File: src/sv/svaf_pkg.sv
// Package for the segment visibility block: widths, item structs, facet type,
// function and state codes. No dependencies.
package svaf_pkg;

  localparam int COORD_BITS          = 24;
  localparam int EXT_BITS            = COORD_BITS + 2;
  localparam int DIFF_BITS           = COORD_BITS + 3;
  localparam int PROD_BITS           = 2 * DIFF_BITS;
  localparam int CROSS_BITS          = PROD_BITS + 1;
  localparam int NUM_BITS            = COORD_BITS + 1;
  localparam int DIV_BY              = 400;
  localparam int DIV_BIAS            = 200;
  localparam int DIV_SHIFT           = NUM_BITS + $clog2(DIV_BY);
  localparam int RECIP_BITS          = NUM_BITS + 1;
  localparam int INDEX_BITS          = 6;
  localparam int TOTAL_BITS          = 7;
  localparam int MAX_FACETS_DEFAULT  = 64;

  // ceil(2^DIV_SHIFT / DIV_BY): exact floor division for any NUM_BITS operand
  localparam logic [RECIP_BITS-1:0] DIV_RECIP =
    RECIP_BITS'(((64'd1 << DIV_SHIFT) + 64'(DIV_BY) - 64'd1) / 64'(DIV_BY));

  typedef logic signed [COORD_BITS-1:0] coord_t;
  typedef logic signed [EXT_BITS-1:0]   ext_t;
  typedef logic signed [DIFF_BITS-1:0]  diff_t;
  typedef logic signed [PROD_BITS-1:0]  prod_t;
  typedef logic signed [CROSS_BITS-1:0] cross_t;

  typedef enum logic [1:0] {
    FN_CLEAR  = 2'd0,
    FN_APPEND = 2'd1,
    FN_QUERY  = 2'd2
  } func_t;

  typedef enum logic [1:0] {
    ST_IDLE,
    ST_DIV,
    ST_QUERY,
    ST_DRAIN
  } state_t;

  typedef struct packed {
    logic [1:0] func;
    coord_t     x_start;
    coord_t     y_start;
    coord_t     x_end;
    coord_t     y_end;
  } in_item_t;

  typedef struct packed {
    logic                  visible;
    logic [INDEX_BITS-1:0] blocking_index;
    logic                  status;
    logic [TOTAL_BITS-1:0] facet_total;
  } out_item_t;

  typedef struct packed {
    ext_t px;
    ext_t py;
    ext_t qx;
    ext_t qy;
  } facet_t;

  typedef struct packed {
    logic live;
    logic inrange;
    logic last;
  } pipe_tag_t;

endpackage

File: src/sv/svaf_cell.sv
// One cell of the facet ring: holds one extended facet, loads on append,
// passes its facet to the previous cell on each shift. Uses svaf_pkg.
module svaf_cell (
  input  logic            clk,
  input  logic            shift_en,
  input  logic            load_en,
  input  svaf_pkg::facet_t shift_in,
  input  svaf_pkg::facet_t load_data,
  output svaf_pkg::facet_t facet
);
  import svaf_pkg::*;

  always_ff @(posedge clk) begin
    if (load_en) begin
      facet <= load_data;
    end else if (shift_en) begin
      facet <= shift_in;
    end
  end

endmodule

File: config.mk
export PLATFORM = sky130hd
export DESIGN_NAME = svaf_cell
export DESIGN_NICKNAME = d
export VERILOG_FILES = /design/src/sv/svaf_pkg.sv /design/src/sv/svaf_cell.sv
export SDC_FILE = /design/constraint.sdc
export NUM_CORES = 1
export LEC_CHECK = 0
export BUFFER_PORTS_ARGS = -buffer_cell sky130_fd_sc_hd__buf_4
export CAP_MARGIN = 20
export CORE_AREA = 2 2 123 125
export CTS_BUF_LIST = sky130_fd_sc_hd__clkbuf_8
export CTS_CLUSTER_SIZE = 28
export DETAILED_ROUTE_END_ITERATION = 8
export DIE_AREA = 0 0 125 127
export GPL_TIMING_DRIVEN = 0
export SLEW_MARGIN = 15
export SYNTH_ARGS = -nofsm -noshare
export SYNTH_HDL_FRONTEND = slang
export SYNTH_SLANG_ARGS = --single-unit
File: constraint.sdc
create_clock -name clk -period 3.8 [get_ports clk]
set_input_delay 0.19 -clock clk [delete_from_list [all_inputs] [get_ports clk]]
set_output_delay 0.19 -clock clk [all_outputs]
set_load 0.02 [all_outputs]
* Yosys cells after proc, flatten, opt, wreduce, memory -nomap -nowiden *
Index checks and enable logic that the tools add are counted.

operators by class
  magnitude comparators = 0
  add/subtract/negate cells = 0
  mux-type cells = 2
  shifts and indexed selects = 0
  divide/modulo/power cells = 0
  multipliers = 0
  bitwise logic cells = 0
  reduce and logical (&&, ||, !) cells = 1
  equality and inequality tests = 0

operator list
  kind                number
  2-to-1 mux 104 bit  2
  nonzero test 2 bit  1

word-level totals
  memory bits (read-only) = 0
  output and inout bits = 104
  memories kept = 0
  logic and storage cells = 7
  RAM bits = 0
  input bits = 211
  bits in registers = 104
  latch bits = 0

* Logic depth before layout (Yosys ltp) *
  depth after elaboration = 2
  depth in mapped cells = 4
  gate-level depth less buffers = 1

* Worst setup path before layout *
No wires, ideal clock.

  path kind = input to register
  start = input port load_en
  end = register facet[0] (netlist name) (enable)
  path buffers = 3
  arrival = 2891 ps
  path slack = 439 ps
  setup time = 470 ps
  stages = 4
  cell sequence = buf_6 buf_6 buf_6 or2_1

between the ends
  longest elaborated chain between the ends = 1

RTL lines
  what                          line             source
  start: declaration            svaf_cell.sv:6   input logic load_en,
  nonzero test 2 bit (no line)  -
  end signal: assignment        svaf_cell.sv:15  facet <= load_data;
  end signal: assignment        svaf_cell.sv:17  facet <= shift_in;
  end: declaration              svaf_cell.sv:9   output svaf_pkg::facet_t facet

Every way passes these cells.
A chain may end at the register's enable or synchronous reset.

* Worst setup path after layout *
  start = input port load_en
  end = register facet[47] (netlist name) (enable)

The elaborated chain is that of the path after synthesis.

==> impl_metrics.py <==
metrics = {
    "power_and_ir_drop": {
        "p_int_uw": 2230,
        "leakage_uw": 0.00337,
        "pwr-share-seq_pct": 48.6,
        "power_frac_comb_pct": 24.0,
        "pwr-share-clk_pct": 27.4,
        "p_sw_uw": 734,
        "power.density_nw_per_um2": 400,
        "finalPower_uw": 2970,
        "sw_frac_of_total_pct": 24.7,
        "vdd_drop_max_mv": 0.197,
    },
    "timing": {
        "slew_headroom_pct": 50.4,
        "fin_crit_ns": 1.63,
        "tightest_slew_ns": 0.744,
        "period_share_pct": 43.0,
        "rsz0062_at_grt": "false",
        "finalHoldViolations": 0,
        "finalSetupTns_ns": 0,
        "drv_slew": 0,
        "finalWorstSetupSlack_ns": 2.17,
        "setup_viol": 0,
        "fmax_ghz": 0.613,
    },
    "clock_tree": {
        "clock-sinks": 104,
        "cts.clk_slew.worst_paths_ns": 0.10,
        "post_cts_buffers": 0,
        "h-tree-depth": 3,
        "cts_tree": "built",
        "cts_buffers": 9,
        "cts_resized": 0,
        "root_buffer": "clkbuf_8",
        "cts_buffer_depth": 2,
        "cts-hold-fix-buffers": 0,
    },
    "route": {
        "drtAntennaViolNets": 0,
        "routed_wl_um": 12700,
        "drt_iter0_drc": 210,
        "drcViolationCount": 0,
        "first_pass_iters": 4,
        "vias": 3188,
        "avgRoutedWirePerCell_um": 17.3,
        "viasPerCell": 4.34,
    },
    "logic_synthesis": {
        "synth_top_family_by_area": "multiplexers",
        "async_flop_share_pct": 0,
        "synth-simple-area-share_pct": 0.136,
        "syn_area_sq_um": 4590,
        "yosysTopAreaCell": "edfxtp_1",
        "yosys_warnings": 0,
        "netlist_instances": 221,
        "ys_top_cells_by_count": "edfxtp_1, mux2_2, mux2_4",
        "synthTopCellsByArea": "edfxtp_1, mux2_4, mux2_2",
        "yosysMostFrequentCell": "edfxtp_1",
        "synthXorXnorAreaFrac_pct": 0,
        "avgSynthCellArea_sq_um": 20.8,
        "synth_top_area_share_pct": 68.1,
        "synth_fa_ha_area_share_pct": 0,
        "syn_nets": 432,
        "synthMuxAreaShare_pct": 29.5,
        "synth_seq_cells": 104,
        "synth_top_flop_cell": "edfxtp_1",
        "synth_edf_count": 104,
        "yosysUniqueCellTypes": 6,
        "yosysSeqAreaShare_pct": 68.1,
        "synth-compound-area-share_pct": 0,
    },
    "grt": {
        "grt_max_degree": 55,
        "track_usage_pct": 15.4,
        "antenna_found_initial": 0,
        "gr-total-overflow": 0,
        "grt_first_pass_wirelength_um": 18500,
        "grt_pass1_vias": 3367,
    },
    "critical_path": {
        "cp-start-kind": "primary input",
        "crit_family": "buffers and inverters",
        "worstPathRequired_ns": 3.85,
        "critPathMaxFanout": 54,
        "critPathArrivalTime_ns": 1.68,
        "timing.critical_path.cells": "buf_6 > buf_6 > buf_6 > or2_4 > buf_16",
        "crit_path_top_delay_cell": "or2_4",
        "cp_num_buf_inv": 4,
        "critPathCaptureType": "register",
        "crit_type": "primary input to register",
        "slowest_delay_ns": 0.62,
        "crit_path_frequent_cell": "buf_6",
    },
    "floorplan": {
        "die_h_um": 127,
        "start_util_pct": 31.8,
        "die_area_sq_um": 15900,
        "die_width_um": 125,
        "core_sq_um": 14400,
        "rows": 44,
        "top_level_ports": 315,
    },
    "place": {
        "place_congestion": 0.733,
        "pre_cts_ws_ns": 1.73,
        "hpwl_um": 10000,
        "post_dp_cell_area_sq_um": 7200,
        "io_buffers": 313,
    },
    "finish": {
        "fillers": 1239,
        "nNetsFinal": 757,
        "regArea_sq_um": 3120,
        "reg.largest.list": "facet (104)",
        "largest_reg_flops": 104,
        "top_register": "facet",
        "drive_gt1_share_pct": 80.8,
        "final_cell_area_sq_um": 7430,
        "syn_to_final_growth_pct": 62.0,
        "post-route-util_pct": 51.5,
        "multi_input_area_sq_um": 1360,
        "diodes": 0,
    },
    "run_status": {
        "status": "finished clean",
    },
    "worst_hold_path": {
        "hp-class": "primary input to register",
    },
    "run": {
        "maxCapViolCount": 0,
    },
}
-- stage by stage --
step	cells	hold slack [ns]
after floorplan	221	0.407
final	735	0.111
after global placement	718	0.491
after global routing	735	0.0877
after CTS	735	0.0777
after detailed placement	719	0.493
-- final cells by class --
class,count,area share (%)
well taps,184,3.10
clock buffers,9,1.67
clock inverters,7,1.48
plain buffers,12,1.40
flip-flops and latches,104,42.0
multi-input cells,105,18.4
repair buffers,314,32.0
-- cells by family after synthesis --
kind of cell,count (synthesis)
AND/OR/NAND/NOR,1
buffers and inverters,12
multiplexers,104
flip-flops,104
-- cell usage in the layout (no fill, tap or decap) --
cell type and n:
clkbuf_8 9, bufinv_16 3, clkinv_1 2, clkinvlp_4 1, mux2_4 49, mux2_2 55, buf_16 1, buf_4 313
buf_2 5, buf_6 7, edfxtp_1 104, or2_4 1, clkinv_2 1
-- power groups by stage --
stage / sequential [uW] / clock [uW] / combinational (uW)
finish: 1440 / 814 / 713
global route: 1460 / 879 / 752
CTS: 1440 / 840 / 726
detailed placement: 1470 / 0 / 725
global placement: 1470 / 0 / 715
floorplan: 1640 / 0 / 159
-- layer usage --
layer / vias to the layer above / track usage (%) / part of all wire, %
li1: 1513 / - / -
met1: 1456 / 17.2 / 38
met2: 199 / 26.5 / 50
met3: 20 / 5.32 / 9.8
met4: 0 / 7.39 / 2.6
met5: - / 0 / 0
-- worst paths after layout --
kind | slack (ns) | from | cells past startpoint | endpoint
max | 2.17 | load_en | 5 | facet[47]$_DFFE_PP_
min | 0.11 | shift_in[74] | 2 | facet[74]$_DFFE_PP_
(Power assumes the default switching activity.)
