===== src/sv/svaf_pkg.sv =====
// Package for the segment visibility block: widths, item structs, facet type,
// function and state codes. No dependencies.
package svaf_pkg;

  localparam int COORD_BITS          = 24;
  localparam int EXT_BITS            = COORD_BITS + 2;
  localparam int DIFF_BITS           = COORD_BITS + 3;
  localparam int PROD_BITS           = 2 * DIFF_BITS;
  localparam int CROSS_BITS          = PROD_BITS + 1;
  localparam int NUM_BITS            = COORD_BITS + 1;
  localparam int DIV_BY              = 400;
  localparam int DIV_BIAS            = 200;
  localparam int DIV_SHIFT           = NUM_BITS + $clog2(DIV_BY);
  localparam int RECIP_BITS          = NUM_BITS + 1;
  localparam int INDEX_BITS          = 6;
  localparam int TOTAL_BITS          = 7;
  localparam int MAX_FACETS_DEFAULT  = 64;

  // ceil(2^DIV_SHIFT / DIV_BY): exact floor division for any NUM_BITS operand
  localparam logic [RECIP_BITS-1:0] DIV_RECIP =
    RECIP_BITS'(((64'd1 << DIV_SHIFT) + 64'(DIV_BY) - 64'd1) / 64'(DIV_BY));

  typedef logic signed [COORD_BITS-1:0] coord_t;
  typedef logic signed [EXT_BITS-1:0]   ext_t;
  typedef logic signed [DIFF_BITS-1:0]  diff_t;
  typedef logic signed [PROD_BITS-1:0]  prod_t;
  typedef logic signed [CROSS_BITS-1:0] cross_t;

  typedef enum logic [1:0] {
    FN_CLEAR  = 2'd0,
    FN_APPEND = 2'd1,
    FN_QUERY  = 2'd2
  } func_t;

  typedef enum logic [1:0] {
    ST_IDLE,
    ST_DIV,
    ST_QUERY,
    ST_DRAIN
  } state_t;

  typedef struct packed {
    logic [1:0] func;
    coord_t     x_start;
    coord_t     y_start;
    coord_t     x_end;
    coord_t     y_end;
  } in_item_t;

  typedef struct packed {
    logic                  visible;
    logic [INDEX_BITS-1:0] blocking_index;
    logic                  status;
    logic [TOTAL_BITS-1:0] facet_total;
  } out_item_t;

  typedef struct packed {
    ext_t px;
    ext_t py;
    ext_t qx;
    ext_t qy;
  } facet_t;

  typedef struct packed {
    logic live;
    logic inrange;
    logic last;
  } pipe_tag_t;

endpackage


===== src/sv/svaf_div400.sv =====
// Division by the extension constant for two lanes (x and y) by reciprocal
// multiply: operands latched, then one registered multiply. Uses svaf_pkg.
module svaf_div400 (
  input  logic                          clk,
  input  logic                          rst,
  input  logic                          start,
  input  logic [svaf_pkg::NUM_BITS-1:0] num_x,
  input  logic [svaf_pkg::NUM_BITS-1:0] num_y,
  output logic                          done,
  output logic [svaf_pkg::NUM_BITS-1:0] quot_x,
  output logic [svaf_pkg::NUM_BITS-1:0] quot_y
);
  import svaf_pkg::*;

  localparam int PROD_W = NUM_BITS + RECIP_BITS;

  logic                loaded;
  logic [NUM_BITS-1:0] nx, ny;
  logic [PROD_W-1:0]   prod_x, prod_y;

  assign prod_x = PROD_W'(nx) * PROD_W'(DIV_RECIP);
  assign prod_y = PROD_W'(ny) * PROD_W'(DIV_RECIP);

  always_ff @(posedge clk) begin
    if (rst) begin
      loaded <= 1'b0;
      done   <= 1'b0;
    end else begin
      loaded <= start;
      done   <= loaded;
    end
  end

  always_ff @(posedge clk) begin
    if (start) begin
      nx <= num_x;
      ny <= num_y;
    end
    if (loaded) begin
      quot_x <= NUM_BITS'(prod_x >> DIV_SHIFT);
      quot_y <= NUM_BITS'(prod_y >> DIV_SHIFT);
    end
  end

endmodule


===== config.mk =====
export PLATFORM = sky130hd
export DESIGN_NAME = svaf_div400
export DESIGN_NICKNAME = d
export VERILOG_FILES = /design/src/sv/svaf_pkg.sv /design/src/sv/svaf_div400.sv
export SDC_FILE = /design/constraint.sdc
export NUM_CORES = 1
export LEC_CHECK = 0
export BUFFER_PORTS_ARGS = -buffer_cell sky130_fd_sc_hd__buf_2
export CORE_UTILIZATION = 55
export DETAILED_ROUTE_END_ITERATION = 12
export HOLD_SLACK_MARGIN = 0.08
export PLACE_DENSITY = 0.72
export REMOVE_ABC_BUFFERS = 1
export SLEW_MARGIN = 20
export SYNTH_ARGS = -nofsm -noshare
export SYNTH_HDL_FRONTEND = slang
export SYNTH_SLANG_ARGS = --single-unit

===== constraint.sdc =====
create_clock -name clk -period 9.8 [get_ports clk]
set_clock_uncertainty 0.1 [all_clocks]
set_input_delay 0.98 -clock clk [delete_from_list [all_inputs] [get_ports clk]]
set_output_delay 0.98 -clock clk [all_outputs]
set_load 0.005 [all_outputs]

Word level (Yosys, flattened, before mapping) --
Index checks and enable logic that the tools add are counted. W data, S select, Z words.
Word-level totals: output and inout port bits 51, input port bits 53, register bits after elaboration 86, word-level logic and storage cells 8
Cells by class: $mul 2
Operators with widths (number):
- $mul A25 B26 Y51 const B | 2

Longest topological paths before layout --
Gate-level depths: netlist of the first run.
word-level depth 1, gate-level depth with buffers 24, gate-level depth less buffers 24

Worst setup path after synthesis of the first run --
Ideal clock, no wire load.
kind register to register, start reg ny[8], end reg quot_y[15] in the netlist's numbering, data pin, path buffers 0, clock period less this slack 6.616 ns, setup slack 3.184 ns, setup time 0.260 ns, cell stages (with the launch flop) 23, arrival 6.256 ns, data required time 9.440 ns, path through edfxtp_1 inv_1 fa_1 inv_1 fa_1 inv_1 fa_1 inv_1 fa_1 fa_1 fa_1 inv_1 fa_1 inv_1 ha_1 nand4_2 nor4_2 inv_1 o311a_1 o21ai_0 o221ai_2 o31ai_2 xnor2_1
Between the ends: word-level cells in the longest chain between the ends 1
RTL lines:
- start, declared | line svaf_div400.sv:18 | logic [NUM_BITS-1:0] nx, ny;
- start signal, assigned | line svaf_div400.sv:37 | ny <= num_y;
- $mul A25 B26 Y51 | line svaf_div400.sv:22 | assign prod_y = PROD_W'(ny) * PROD_W'(DIV_RECIP);
- net prod_y[49] | line svaf_div400.sv:19 | logic [PROD_W-1:0] prod_x, prod_y;
- end signal, assigned | line svaf_div400.sv:41 | quot_y <= NUM_BITS'(prod_y >> DIV_SHIFT);
- end, declared | line svaf_div400.sv:11 | output logic [svaf_pkg::NUM_BITS-1:0] quot_y
The timed path passes the listed nets, and every way through them passes these cells. A chain may end at the register's enable or synchronous reset.

Final worst setup path of the first run --
start reg nx[8], end reg quot_x[16] in the netlist's numbering, data pin
Between the ends: word-level cells in the longest chain between the ends 1
RTL lines:
- start, declared | line svaf_div400.sv:18
- start signal, assigned | line svaf_div400.sv:36 | nx <= num_x;
- $mul A25 B26 Y51 | line svaf_div400.sv:21 | assign prod_x = PROD_W'(nx) * PROD_W'(DIV_RECIP);
- net prod_x[50] | line svaf_div400.sv:19
- end signal, assigned | line svaf_div400.sv:40 | quot_x <= NUM_BITS'(prod_x >> DIV_SHIFT);
- end, declared | line svaf_div400.sv:10 | output logic [svaf_pkg::NUM_BITS-1:0] quot_x,
The timed path passes the listed nets, and every way through them passes these cells.

==> summary.txt, run 1 <==
Finish
  • P&R area growth vs syn: 5.725%
  • Fraction of layout cells with a size suffix above 1: 5.281%
  • NumNets Final: 3333
  • Final instance area: 24750 µm²
  • Number of antenna diodes: 0

Worst setup path
  • R2r endpoint: quot_x[16]
  • Crit path max-delay family: adder cells
  • Crit-path most repeated cell: fa_1
  • RR Startpoint: nx[8]
  • Crit Path Class: register to register
  • Reg2reg setup slack: 2.42 ns
  • WP buf/inv: 6
  • Critical-path maximum fanout: 9
  • Nature of the critical path startpoint: register
  • Stages on worst setup path: 22
  • WP data required: 9.94 ns
  • CP max-delay cell: edfxtp_1
  • Crit path capture type: register
  • CP cell instances: inv_1 -> fa_1 -> fa_1 -> inv_1 -> fa_1 -> inv_1 -> fa_1 -> inv_1 -> fa_1 -> fa_1 -> inv_1 -> fa_1 -> inv_1 -> ha_1 -> nand2_1 -> nor2_1 -> a311oi_1 -> o21ai_0 -> nor4_1 -> nor4_1 -> or4_1 -> o211ai_1
  • Crit path from: nx[8]
  • Max incr delay on CP: 0.67 ns
  • Worst setup path endpoint: quot_x[16]
  • Reg2reg path depth: 22
  • Worst EP arrival: 7.52 ns

Yosys
  • Mapped Area: 23410 µm²
  • Ys flop type: edfxtp_1
  • Avg Cell Area, Syn: 10.48 µm²
  • Yosys reg bits: 86
  • Yosys warns: 0
  • Number of synthesized flops with an enable pin: 84
  • Asr flop ratio synth: 0%
  • Seq/Total Area, Yosys: 10.95%
  • Library cells used by synthesis: 67
  • Post-Syn Instances: 2234

Timing
  • Tmin final: 7.377 ns
  • Final Max Slew Viols: 0
  • Endpoints failing setup: 0
  • Tcrit/Tclk final: 75.28%
  • Worst slew pin tran: 0.8881 ns
  • Fmax: 135.5 MHz
  • RSZ-0062 raised after global routing: no
  • Slew margin rel.: 40.79%
  • Setup_tns: 0 ns
  • Final hold violations: 0

Clock network
  • CTS tree: built
  • Worst-path clk slew: 0.08 ns
  • CTS resizes: 0
  • Worst-Skew Late Latency: 0.40 ns
  • Clock root cell: clkbuf_16
  • CTS Buffer Depth: 2
  • CTS sink cnt: 86
  • H-tree depth: 3
  • Num CTS Buffers: 9
  • Hold-fix buffers, CTS: 0
  • Post-CTS setup buffers: 0

Detailed routing
  • Met2 WL: 28.33 mm
  • First DRT Iteration DRCs: 614
  • ANT nets after route: 0
  • Metal3 WL: 2.019 mm
  • Via count: 15070
  • Pre-Repair DR Iteration Count: 9
  • DRC viols: 0
  • Vias/cell: 5.255
  • M1 WL: 23.01 mm
  • Uppermost layer routed: met4
  • Final WL: 55.72 mm
  • DR WL/cell: 19.43 µm

Die
  • Initial core utilization: 55.80%
  • Die X-Extent: 208.3 µm
  • Die area: 43380 µm²
  • # IOs: 104
  • Chip height: 208.3 µm
  • Row count: 75
  • Core ar.: 41950 µm²

GRT
  • Initial antenna violation count: 0
  • Vias in the first global route: 17210
  • Largest net degree at the start of global routing: 52
  • Global Route Usage Sum: 28.22%
  • Grt total ovfl: 0
  • First-pass GRT wire length: 92.64 mm

Placed design
  • Port buffer count: 87
  • Dpl hpwl: 49.66 mm
  • DP Area: 24410 µm²
  • Routability Congestion: 0.9866

Worst hold path
  • Worst Hold Class: primary input to register

Job
  • Max_cap viols: 0

Run status
  • Status: complete, no violations
kinds of logic after synthesis:
family                   after synthesis  synth area share (%)
flip-flops                            86                 10.95
multiplexers                           2               0.09087
buffers and inverters                765                 12.63
AO/OA/AOI/OAI                        234                 6.655
AND/OR/NAND/NOR                      158                 3.501
other                                  1               0.01602
XOR/XNOR                              32                 1.197
adder cells (fa/ha/maj)              956                 64.96
layer usage:
metal | vias to the layer above | global-route usage [%]
met4 | 0 | 11.55
met2 | 308 | 48.71
met3 | 108 | 3.743
met1 | 7503 | 35.78
met5 | - | 0
li1 | 7153 | -
cells in the mapped netlist, drive strengths merged (7+ instances only):
library cell / instances / area share [%]
o21bai: 11 / 0.35
a31oi: 7 / 0.19
o21ai: 38 / 0.81
xor2: 14 / 0.52
nand4: 20 / 0.56
edfxtp: 84 / 11
nand3: 18 / 0.38
a21oi: 67 / 1.4
inv: 741 / 12
o211ai: 7 / 0.25
nor3: 9 / 0.19
nor2b: 10 / 0.27
xnor2: 18 / 0.67
a211oi: 10 / 0.32
nand2: 34 / 0.55
fa: 432 / 37
buf: 18 / 0.58
nor2: 34 / 0.55
ha: 524 / 28
a21o: 52 / 1.7
and3: 7 / 0.19
cells in the final DEF, fill, tap and decap left out, types with 11 or more instances in the layout:
master / Yosys / routed
a21o_1: 49 / 49
a21oi_1: 67 / 67
buf_2: 0 / 87
conb_1: 1 / 16
edfxtp_1: 84 / 84
fa_1: 432 / 432
ha_1: 524 / 524
inv_1: 741 / 741
nand2_1: 34 / 34
nand3_1: 18 / 18
nand4_1: 19 / 19
nor2_1: 34 / 34
o21ai_0: 38 / 38
o21bai_1: 11 / 11
xnor2_1: 18 / 18
xor2_1: 14 / 14
area by class of cell:
class,count,area (µm²)
well taps,539,674.4
flip-flops and latches,86,2564
multi-input cells,1398,17940
inverters,741,2781
clock buffers,9,225.2
repair buffers,88,442.9
fillers,3557,17200
clock inverters,7,115.1
worst min-delay path by stage:
stage | start | endpoint | slack (ns) | cells past startpoint
CTS | rst | loaded | 0.62 | 2
floorplan | loaded | quot_x[0] | 0.87 | 0
finish | rst | loaded | 0.65 | 2
detailed placement | loaded | quot_y[9] | 0.79 | 0
global route | num_y[18] | ny[18] | 0.64 | 1
global placement | loaded | quot_y[9] | 0.78 | 0
state kept, by name, summed over array words and instances (netlist names):
signal	flops
quot_y	17
loaded	1
done	1
quot_x	17
ny	25
nx	25
per-stage QoR:
stage	setup WS, ns	util (%)	cells	hold slack, ns
4_1_cts	2.484	58.99	2868	0.6212
6_report	2.423	58.99	2868	0.6494
2_1_floorplan	3.184	-	2225	0.8683
3_5_place_dp	2.525	58.18	2852	0.7926
3_3_place_gp	2.586	58.18	2852	0.7769
5_1_grt	2.045	58.99	2868	0.6392
Power of run 1 is left out: the tool's default activity adds up to more than one toggle a clock period on the data nets, which glitch-free logic cannot reach.
==> inputs of run 2 (changes only) <==
- clock period: 9.8 -> 7.63 ns (I/O delays scaled with it)
==> summary.txt, run 2 (synthesis gave the netlist of run 1 again) <==
Worst setup path
  • Crit Path Class: register to register
  • WP data required: 7.77 ns
  • Critical-path maximum fanout: 8
  • Worst EP arrival: 7.35 ns
  • Crit path max-delay family: adder cells
  • Crit path capture type: register
  • WP buf/inv: 4
  • Crit-path most repeated cell: fa_1
  • CP cell instances: fa_1 -> fa_1 -> inv_1 -> fa_1 -> inv_1 -> fa_1 -> fa_1 -> fa_1 -> inv_1 -> fa_1 -> inv_1 -> ha_1 -> a21oi_1 -> o21ai_0 -> a311oi_1 -> o21ai_0 -> nor4_1 -> nor4_1 -> or4_1 -> o211ai_1
  • Nature of the critical path startpoint: register
  • CP max-delay cell: fa_1
  • Max incr delay on CP: 0.59 ns

Die
  • Row count: 75
  • Initial core utilization: 55.80%
  • # IOs: 104
  • Die X-Extent: 208.3 µm
  • Core ar.: 41950 µm²
  • Die area: 43380 µm²
  • Chip height: 208.3 µm

Detailed routing
  • Pre-Repair DR Iteration Count: 7
  • DR WL/cell: 19.59 µm
  • First DRT Iteration DRCs: 709
  • Vias/cell: 5.279
  • Via count: 15230
  • Final WL: 56.53 mm
  • DRC viols: 0
  • ANT nets after route: 0

Clock network
  • H-tree depth: 3
  • CTS tree: built
  • CTS resizes: 0
  • Post-CTS setup buffers: 0
  • CTS Buffer Depth: 2
  • Num CTS Buffers: 9
  • Worst-Skew Late Latency: 0.40 ns
  • Hold-fix buffers, CTS: 0
  • CTS sink cnt: 86
  • Worst-path clk slew: 0.08 ns
  • Clock root cell: clkbuf_16

Timing
  • Setup_tns: 0 ns
  • Fmax: 138.8 MHz
  • Worst slew pin tran: 0.8932 ns
  • Tmin final: 7.205 ns
  • Slew margin rel.: 40.46%
  • Tcrit/Tclk final: 94.44%
  • Final Max Slew Viols: 0
  • Endpoints failing setup: 0
  • RSZ-0062 raised after global routing: no
  • Final hold violations: 0

GRT
  • Global Route Usage Sum: 28.48%
  • First-pass GRT wire length: 93.47 mm
  • Largest net degree at the start of global routing: 52
  • Initial antenna violation count: 0
  • Grt total ovfl: 0
  • Vias in the first global route: 17320

Finish
  • NumNets Final: 3350
  • Commonest non-fill, non-tap cell in the layout: inv_1
  • P&R area growth vs syn: 6.190%
  • Number of antenna diodes: 0
  • Fraction of layout cells with a size suffix above 1: 6.010%
  • Fill count: 3555
  • Regs by FF count: nx x25, ny x25
  • Most frequent cells in the layout: inv_1 (741), ha_1 (524), fa_1 (432)

Run status
  • Status: complete, no violations

Placed design
  • Dpl hpwl: 50.46 mm
  • Port buffer count: 87
  • Routability Congestion: 1.008

Worst hold path
  • Worst Hold Class: primary input to register

Job
  • Max_cap viols: 0
## run 2: changes by cell type in the layout (fill, tap and decap cells not counted)
cell and change:
buf_4 +17, bufinv_16 -1, clkinvlp_4 +1, inv_6 +1, inv_8 -1, nor4_1 -1
nor4_2 +1
## run 2: layer usage
metal	vias up	GRT usage, %	routed length (µm)
met2	327	50.31	28920
met4	0	10.27	2144
met5	-	0	0
met3	90	3.849	2027
li1	7179	-	-
met1	7633	35.60	23430
## run 2: final timing paths
check	cells after the start	slack [ns]	endpoint	startpoint
worst min register to register	0	0.78	quot_y[4]	loaded
worst min-delay path	2	0.43	loaded	rst
worst max-delay path	20	0.42	quot_x[16]	nx[5]
worst max register to register	20	0.42	quot_x[16]	nx[5]
## run 2: through the flow
step | utilization (%) | instances | area (µm²) | setup WS (ns) | hold WS (ns)
2_1_floorplan | - | 2225 | 23290 | 1.014 | 0.7346
3_3_place_gp | 58.49 | 2869 | 24530 | 0.4603 | 0.7753
3_5_place_dp | 58.49 | 2869 | 24530 | 0.4567 | 0.8033
4_1_cts | 59.24 | 2885 | 24850 | 0.4108 | 0.4044
5_1_grt | 59.25 | 2885 | 24860 | 0.07241 | 0.4112
6_report | 59.25 | 2885 | 24860 | 0.4246 | 0.4256
## run 2: final cells by class
cell class	count	area, µm²	share of cell area [%]
clock inverter	7	90.09	0.3624
sequential	86	2564	10.31
multi-input combinational	1398	17950	72.22
inverter	741	2781	11.19
tap	539	674.4	2.713
clock buffer	9	225.2	0.9061
timing repair buffer	105	570.5	2.295
Power of run 2 is left out for the same reason.
==> inputs of run 3 (changes only) <==
- CTS_CLUSTER_SIZE: unset -> 40
- clock period: 7.63 -> 8.6 ns (I/O delays scaled with it)
==> summary.txt, run 3 (synthesis gave the netlist of run 1 again) <==
Clock network
  • CTS Buffer Depth: 2
  • CTS sink cnt: 86
  • Num CTS Buffers: 9
  • H-tree depth: 3
  • Worst-Skew Late Latency: 0.41 ns
  • Post-CTS setup buffers: 0
  • Clock root cell: clkbuf_16
  • CTS tree: built
  • Hold-fix buffers, CTS: 0
  • Worst-path clk slew: 0.08 ns
  • CTS resizes: 0

Worst setup path
  • CP max-delay cell: edfxtp_1
  • Crit path capture type: register
  • Max incr delay on CP: 0.66 ns
  • Reg2reg path depth: 22
  • R2r endpoint: quot_y[15]
  • Stages on worst setup path: 22
  • WP buf/inv: 7
  • Crit path from: ny[8]
  • Nature of the critical path startpoint: register
  • Critical-path maximum fanout: 9
  • Worst setup path endpoint: quot_y[15]
  • Reg2reg setup slack: 1.31 ns
  • Worst EP arrival: 7.34 ns
  • WP data required: 8.66 ns
  • Crit path max-delay family: adder cells
  • CP cell instances: inv_1 -> fa_1 -> inv_1 -> fa_1 -> inv_1 -> fa_1 -> inv_1 -> fa_1 -> fa_1 -> fa_1 -> inv_1 -> fa_1 -> inv_1 -> ha_1 -> nand4_2 -> nor4_2 -> inv_1 -> o311a_1 -> o21ai_0 -> o221ai_2 -> o31ai_2 -> xnor2_1
  • RR Startpoint: ny[8]
  • Crit Path Class: register to register

GRT
  • Initial antenna violation count: 0
  • Largest net degree at the start of global routing: 52
  • Vias in the first global route: 17130
  • Global Route Usage Sum: 28.45%
  • Grt total ovfl: 0
  • First-pass GRT wire length: 93.30 mm

Die
  • Die area: 43380 µm²
  • Chip height: 208.3 µm
  • Core ar.: 41950 µm²
  • Initial core utilization: 55.80%
  • # IOs: 104
  • Die X-Extent: 208.3 µm
  • Row count: 75

Detailed routing
  • ANT nets after route: 0
  • Vias/cell: 5.292
  • DR WL/cell: 19.53 µm
  • First DRT Iteration DRCs: 614
  • Via count: 15180
  • Final WL: 56.01 mm
  • Pre-Repair DR Iteration Count: 4
  • DRC viols: 0

Finish
  • Commonest non-fill, non-tap cell in the layout: inv_1
  • Regs by FF count: nx x25, ny x25
  • Fraction of layout cells with a size suffix above 1: 5.281%
  • Number of antenna diodes: 0
  • P&R area growth vs syn: 5.725%
  • Most frequent cells in the layout: inv_1 (741), ha_1 (524), fa_1 (432)
  • NumNets Final: 3333

Timing
  • Tcrit/Tclk final: 84.71%
  • Tmin final: 7.285 ns
  • Final hold violations: 0
  • Fmax: 137.3 MHz
  • RSZ-0062 raised after global routing: no
  • Setup_tns: 0 ns
  • Final Max Slew Viols: 0
  • Endpoints failing setup: 0
  • Worst slew pin tran: 0.9051 ns
  • Hold slack: 0.5203 ns
  • Slew margin rel.: 39.66%

Job
  • Max_cap viols: 0

Placed design
  • Port buffer count: 87
  • Routability Congestion: 0.9935
  • Dpl hpwl: 50.05 mm

Run status
  • Status: complete, no violations

Worst hold path
  • Worst Hold Class: primary input to register
  • Hold Crit Start: rst
==> run 3: changes by cell type in the layout (fill, tap and decap cells not counted), sizes merged <==
cell / change
clkinvlp: -1
bufinv: +1
buf: -17
==> run 3: worst min-delay path by stage <==
stage / slack, ns / cells after the start / endpoint
2_1_floorplan: 0.83 / 1 / done
3_3_place_gp: 0.78 / 0 / quot_y[10]
3_5_place_dp: 0.78 / 0 / quot_y[9]
4_1_cts: 0.50 / 2 / loaded
5_1_grt: 0.51 / 1 / ny[16]
6_report: 0.52 / 2 / loaded
==> run 3: area by class of cell <==
class                           count  area (µm²)
Timing Repair Buffer               88       442.9
Inverter                          741        2781
Multi-Input combinational cell   1398       17940
Clock buffer                        9       225.2
Tap cell                          539       674.4
Clock inverter                      7       115.1
Fill cell                        3511       17200
Sequential cell                    86        2564
==> run 3: through the flow <==
step,instance area (µm²),util [%],setup WS [ns],instances
floorplan,23290,-,1.984,2225
global placement,24410,58.18,1.405,2852
detailed placement,24410,58.18,1.288,2852
CTS,24750,58.99,1.259,2868
global route,24750,58.99,0.8084,2868
finish,24750,58.99,1.315,2868
==> run 3: routing by layer <==
layer	vias to the layer above	share of wire, %	wire length, µm	track usage (%)
met5	-	0	0	0
met4	0	3.4	1889	9.757
met3	94	3.5	1979	3.411
met2	315	52	28900	49.96
met1	7606	41	23230	36.33
li1	7163	-	-	-
Power of run 3 is left out for the same reason.
